$ cat src/rtl/idbt_ram.sv
`timescale 1ns / 1ps

module idbt_ram #(
	parameter int WIDTH = 64,
	parameter int DEPTH = 64
) (
	input  logic                                       clk,
	input  logic                                       we,
	input  logic [((DEPTH > 1) ? $clog2(DEPTH) : 1)-1:0] waddr,
	input  logic [WIDTH-1:0]                           wdata,
	input  logic [((DEPTH > 1) ? $clog2(DEPTH) : 1)-1:0] raddr,
	output logic [WIDTH-1:0]                           rdata
);

	logic [WIDTH-1:0] mem [DEPTH];

	always_ff @(posedge clk) begin
		if (we) begin
			mem[waddr] <= wdata;
		end
		rdata <= mem[raddr];
	end

endmodule

$ cat config.mk
export PLATFORM = sky130hd
export DESIGN_NAME = idbt_ram
export DESIGN_NICKNAME = d
export VERILOG_FILES = /design/src/rtl/idbt_ram.sv
export SDC_FILE = /design/constraint.sdc
export NUM_CORES = 2
export LEC_CHECK = 0
export BUFFER_PORTS_ARGS = -buffer_cell sky130_fd_sc_hd__buf_2
export CELL_PAD_IN_SITES_DETAIL_PLACEMENT = 0
export CELL_PAD_IN_SITES_GLOBAL_PLACEMENT = 2
export CORE_ASPECT_RATIO = 0.8
export CORE_MARGIN = 2
export CORE_UTILIZATION = 24
export DETAILED_ROUTE_END_ITERATION = 8
export PLACE_DENSITY_LB_ADDON = 0.1
export SYNTH_ARGS = -nofsm -noshare
export SYNTH_HDL_FRONTEND = slang
export SYNTH_SLANG_ARGS = --single-unit
$ cat constraint.sdc
create_clock -name clk -period 9.9 [get_ports clk]
set_clock_uncertainty 0.05 [all_clocks]
set_input_delay 2.97 -clock clk [delete_from_list [all_inputs] [get_ports clk]]
set_output_delay 2.97 -clock clk [all_outputs]
set_load 0.005 [all_outputs]
* After elaboration in Yosys (flattened, before gate mapping)
Memories as Yosys holds them, arrays and structs flattened. A register that Yosys moved wholly into a read port is not among the register bits.
Index checks and enable logic that the tools add are counted.
** Operators by class
- Muxes and demuxes :: 2
** Operators by type and width (count)
- $mux W1 :: 2
** Storage, ports and cells
- Output and inout bits :: 64
- Logic and storage cells :: 3
- Input bits :: 78
- RAM bits :: 4096
- Flip-flop bits (word level) :: 0
- Memories kept :: 1
** Memory list
- mem :: depth 64, bits a word 64, read ports 1, clocked after memory_dff 1, wr ports 1, line 15 : logic [WIDTH-1:0] mem [DEPTH];

* Depth between registers and ports, before layout
- Word-level depth :: 2
- Gate-level depth with buffers :: 9
- Mapped depth without buffers :: 5

* Least setup slack after synthesis
Ideal clock, no wire load.
- Kind :: input -> register
- Start :: in waddr[3] in the netlist's numbering
- End :: mem mem[48][0], enable pin
- Arrival :: 7.842 ns
- Slack :: 1.444 ns
- Buffers on the path :: 1
- Stages on the path :: 4
- Required time :: 9.286 ns
- Setup time :: 0.564 ns
- Cells stage by stage :: clkbuf_1 nor2b_1 nand4b_1 nor3_1
** RTL lines
- start, declared :: line 9 : input logic [((DEPTH > 1) ? $clog2(DEPTH) : 1)-1:0] waddr,
- end, declared :: line 15
No word-level cell before the write port.

==> flow_results.xml <==
<?xml version="1.0" encoding="UTF-8"?>
<metrics>
  <group name="timing">
    <metric name="max_clock_freq" unit="GHz">0.1748</metric>
    <metric name="timing.final.crit_period" unit="ns">5.720</metric>
    <metric name="final-hold-violation-count" unit="">0</metric>
    <metric name="period_share" unit="">0.5778</metric>
    <metric name="grt_setup_unrepaired" unit="">no</metric>
    <metric name="max_slew.worst_pin.slew" unit="ns">1.334</metric>
    <metric name="timing.max_slew.rel_slack" unit="">0.1105</metric>
    <metric name="worst_slack" unit="ns">4.180</metric>
    <metric name="slew_viol_final" unit="">0</metric>
    <metric name="totalNegativeSetupSlack" unit="ns">0</metric>
    <metric name="setup_viol" unit="">0</metric>
  </group>
  <group name="min_path">
    <metric name="hold_path_depth" unit="">4</metric>
    <metric name="min_delay_worst_type" unit="">reg2reg</metric>
    <metric name="hold_path_end" unit="">rdata[48]</metric>
    <metric name="min-delay-start" unit="">mem[38][48]</metric>
  </group>
  <group name="routing">
    <metric name="route.antenna.remaining_nets" unit="">0</metric>
    <metric name="drt_first_pass_iters" unit="">7</metric>
    <metric name="detail_route.vias_per_cell" unit="">4.617</metric>
    <metric name="initialDrtViolationCount" unit="">7317</metric>
    <metric name="detailroute.via_count" unit="">74760</metric>
    <metric name="wirelength" unit="mm">562.2</metric>
    <metric name="post-route-drc-count" unit="">0</metric>
    <metric name="drt-wirelength-per-cell" unit="um">34.72</metric>
  </group>
  <group name="logic_synthesis">
    <metric name="netlist.top_cell.by_area" unit="">edfxtp_1</metric>
    <metric name="synth.yosys.warnings" unit="">0</metric>
    <metric name="synthDistinctLibCells" unit="">33</metric>
    <metric name="synth_nets" unit="">6676</metric>
    <metric name="yosysTopAreaCellShare" unit="">0.7867</metric>
    <metric name="dominantRegCellSynth" unit="">edfxtp_1</metric>
    <metric name="async_flop_share" unit="">0</metric>
    <metric name="synth.most_common_cell" unit="">edfxtp_1</metric>
    <metric name="synthTopCellsByArea" unit="">edfxtp_1 (79%), mux4_2 (15%), mux2i_1 (0.86%), dfxtp_1 (0.82%), a22oi_1 (0.81%)</metric>
    <metric name="post_synth_design_cell_area" unit="um^2">156300</metric>
    <metric name="number_of_enable_type_register_cells_in_the_synthesized_netlist" unit="">4096</metric>
    <metric name="syn_avg_cell_area" unit="um^2">23.70</metric>
    <metric name="synth.ff_latch_count" unit="">4160</metric>
    <metric name="synth_top_cells_by_count" unit="">edfxtp_1 (4096), mux4_2 (1024), buf_2 (170), a22oi_1 (168), clkbuf_1 (140)</metric>
    <metric name="seq_area_frac_synth" unit="">0.7949</metric>
    <metric name="postSynthCellCount" unit="">6598</metric>
  </group>
  <group name="worst_setup_path">
    <metric name="timing.rr.start" unit="">mem[51][22]</metric>
    <metric name="criticalPathCategory" unit="">in2reg</metric>
    <metric name="cp.required" unit="ns">10.68</metric>
    <metric name="reg2reg_setup_slack" unit="ns">7.48</metric>
    <metric name="rr_worst_depth" unit="">5</metric>
    <metric name="critPathLaunchType" unit="">input port</metric>
    <metric name="path_max_fanout" unit="">56</metric>
    <metric name="cp_data_arrival_time" unit="ns">6.50</metric>
    <metric name="reg2reg_to" unit="">rdata[22]</metric>
    <metric name="crit_path_end_kind" unit="">flip-flop</metric>
  </group>
  <group name="floorplan">
    <metric name="initial_core_util" unit="">0.2405</metric>
    <metric name="chipHeight" unit="um">725.9</metric>
    <metric name="fp.dieArea" unit="um^2">658000</metric>
    <metric name="chipWidth" unit="um">906.4</metric>
    <metric name="coreArea" unit="um^2">650200</metric>
    <metric name="io-pin-count" unit="">142</metric>
    <metric name="std_cell_rows" unit="">265</metric>
  </group>
  <group name="power_and_ir_drop">
    <metric name="leakagePower" unit="nW">55.98</metric>
    <metric name="ir_worst_vdd" unit="mV">0.1383</metric>
    <metric name="power.density_cell_area" unit="nW/um^2">208.6</metric>
  </group>
  <group name="placement">
    <metric name="hpwl" unit="mm">316.1</metric>
    <metric name="post_dp_cell_area" unit="um^2">169300</metric>
    <metric name="dpl_worst_slack" unit="ns">2.953</metric>
    <metric name="port-buffer-count" unit="">141</metric>
    <metric name="gp_congestion" unit="">0.7039</metric>
  </group>
  <group name="cts">
    <metric name="clock_sink_count" unit="">4160</metric>
    <metric name="clk_transition_reported_paths" unit="ns">0.06</metric>
    <metric name="cts-hold-fix-buffers" unit="">0</metric>
    <metric name="h-tree-depth" unit="">5</metric>
    <metric name="tritoncts" unit="">built</metric>
    <metric name="clk_latency" unit="ns">1.03</metric>
    <metric name="post-cts-setup-buffers" unit="">0</metric>
    <metric name="cts_root_buffer" unit="">clkbuf_16</metric>
    <metric name="clock_buffer_depth" unit="">4</metric>
    <metric name="post_cts.resized_instances" unit="">0</metric>
    <metric name="cts_made_buffers" unit="">460</metric>
  </group>
  <group name="cells_and_area">
    <metric name="n_fill_cell" unit="">63370</metric>
    <metric name="final_layout_size_suffix_gt1_frac" unit="">0.2950</metric>
    <metric name="register_area" unit="um^2">124300</metric>
    <metric name="finish.utilization" unit="">0.2831</metric>
    <metric name="layout-area-overhead-vs-synth" unit="%">17.73</metric>
    <metric name="nNetsFinal" unit="">7183</metric>
    <metric name="final_area" unit="um^2">184100</metric>
    <metric name="footprint_of_the_multi_input_gates" unit="um^2">30800</metric>
  </group>
  <group name="global_route">
    <metric name="groute.layer.met1.usage" unit="">0.2482</metric>
    <metric name="gr-usage-met3" unit="">0.01834</metric>
    <metric name="grt_most_used_layer" unit="">met2</metric>
    <metric name="grt_pass1_wl" unit="mm">750.4</metric>
    <metric name="globalRoute.totalOverflow" unit="">0</metric>
    <metric name="grt_pass1_vias" unit="">79160</metric>
    <metric name="globalRouteTotalUtil" unit="">0.1668</metric>
    <metric name="grt_start_max_net_pins" unit="">102</metric>
    <metric name="grt_use_met2" unit="">0.2663</metric>
    <metric name="initial_antenna_violation_count" unit="">94</metric>
  </group>
  <group name="outcome">
    <metric name="outcome" unit="">complete, no violations</metric>
  </group>
  <group name="job">
    <metric name="max_cap_violations" unit="">0</metric>
  </group>
</metrics>
## critical path, stage by stage
cell and delay [ns]:
buf_2 0.84, and2_4 0.66, buf_12 0.41, a22oi_1 0.20, and3_1 0.26, a211oi_1 0.89
## metal layers
layer,part of all wire,up-vias
met5,0.00013,-
met2,0.46,1704
met4,0.019,12
met3,0.038,637
li1,-,29660
met1,0.48,42750
## registers in the layout, summed over array words and instances (netlist names)
signal	flops
mem	4096
rdata	64
## cell type report
type,instances,share of cell area
Clock inverter,252,0.01241
Sequential cell,4160,0.6752
Antenna cell,17,0.0002311
Inverter,19,0.0003874
Tap cell,8677,0.05898
Timing Repair Buffer,415,0.01800
Clock buffer,604,0.06750
Multi-Input combinational cell,2049,0.1673
## layout by cell type (no fill, tap or decap), types with 65 or more instances in the layout
cell type,synthesis,routed
clkbuf_16,0,463
edfxtp_1,4096,4096
buf_4,34,234
a22oi_1,168,168
clkinv_2,0,102
mux2i_1,135,135
o22ai_1,83,83
buf_2,170,137
clkinv_1,0,82
clkbuf_1,140,110
mux4_2,1024,1024
nor2_4,0,65
a22o_1,88,88
## logic make-up after synthesis
logic type	synth area share
compound gates	0.02477
mux	0.1561
simple gates	0.01240
buf+inv	0.01180
flops	0.7949
## metrics by stage
stage          cells  hold slack, ns  total power, mW
5_1_grt        16180          0.8313            39.72
2_1_floorplan   6598          0.7378            20.82
3_5_place_dp   15320          0.7683            21.87
6_report       16190          0.7893            38.39
3_3_place_gp   15320          0.7874            21.85
4_1_cts        16180          0.7935            39.03
## where the power goes
part	switching [mW]	total [mW]	internal, mW
clock	7.34	17.0	9.64
sequential	0.111	19.6	19.5
combinational	1.17	1.78	0.616
## worst max-delay path by stage
| stage | slack [ns] | to | cells past startpoint | from |
|---|---|---|---|---|
| floorplan | 1.44 | mem[48][0] | 4 | waddr[3] |
| detailed placement | 2.95 | rdata[3] | 6 | raddr[3] |
| global route | 4.08 | rdata[51] | 7 | raddr[1] |
| finish | 4.18 | rdata[3] | 6 | raddr[3] |
| global placement | 2.97 | rdata[3] | 6 | raddr[3] |
| CTS | 4.11 | rdata[3] | 6 | raddr[3] |
Note: power is estimated with default switching activity, not from simulation.
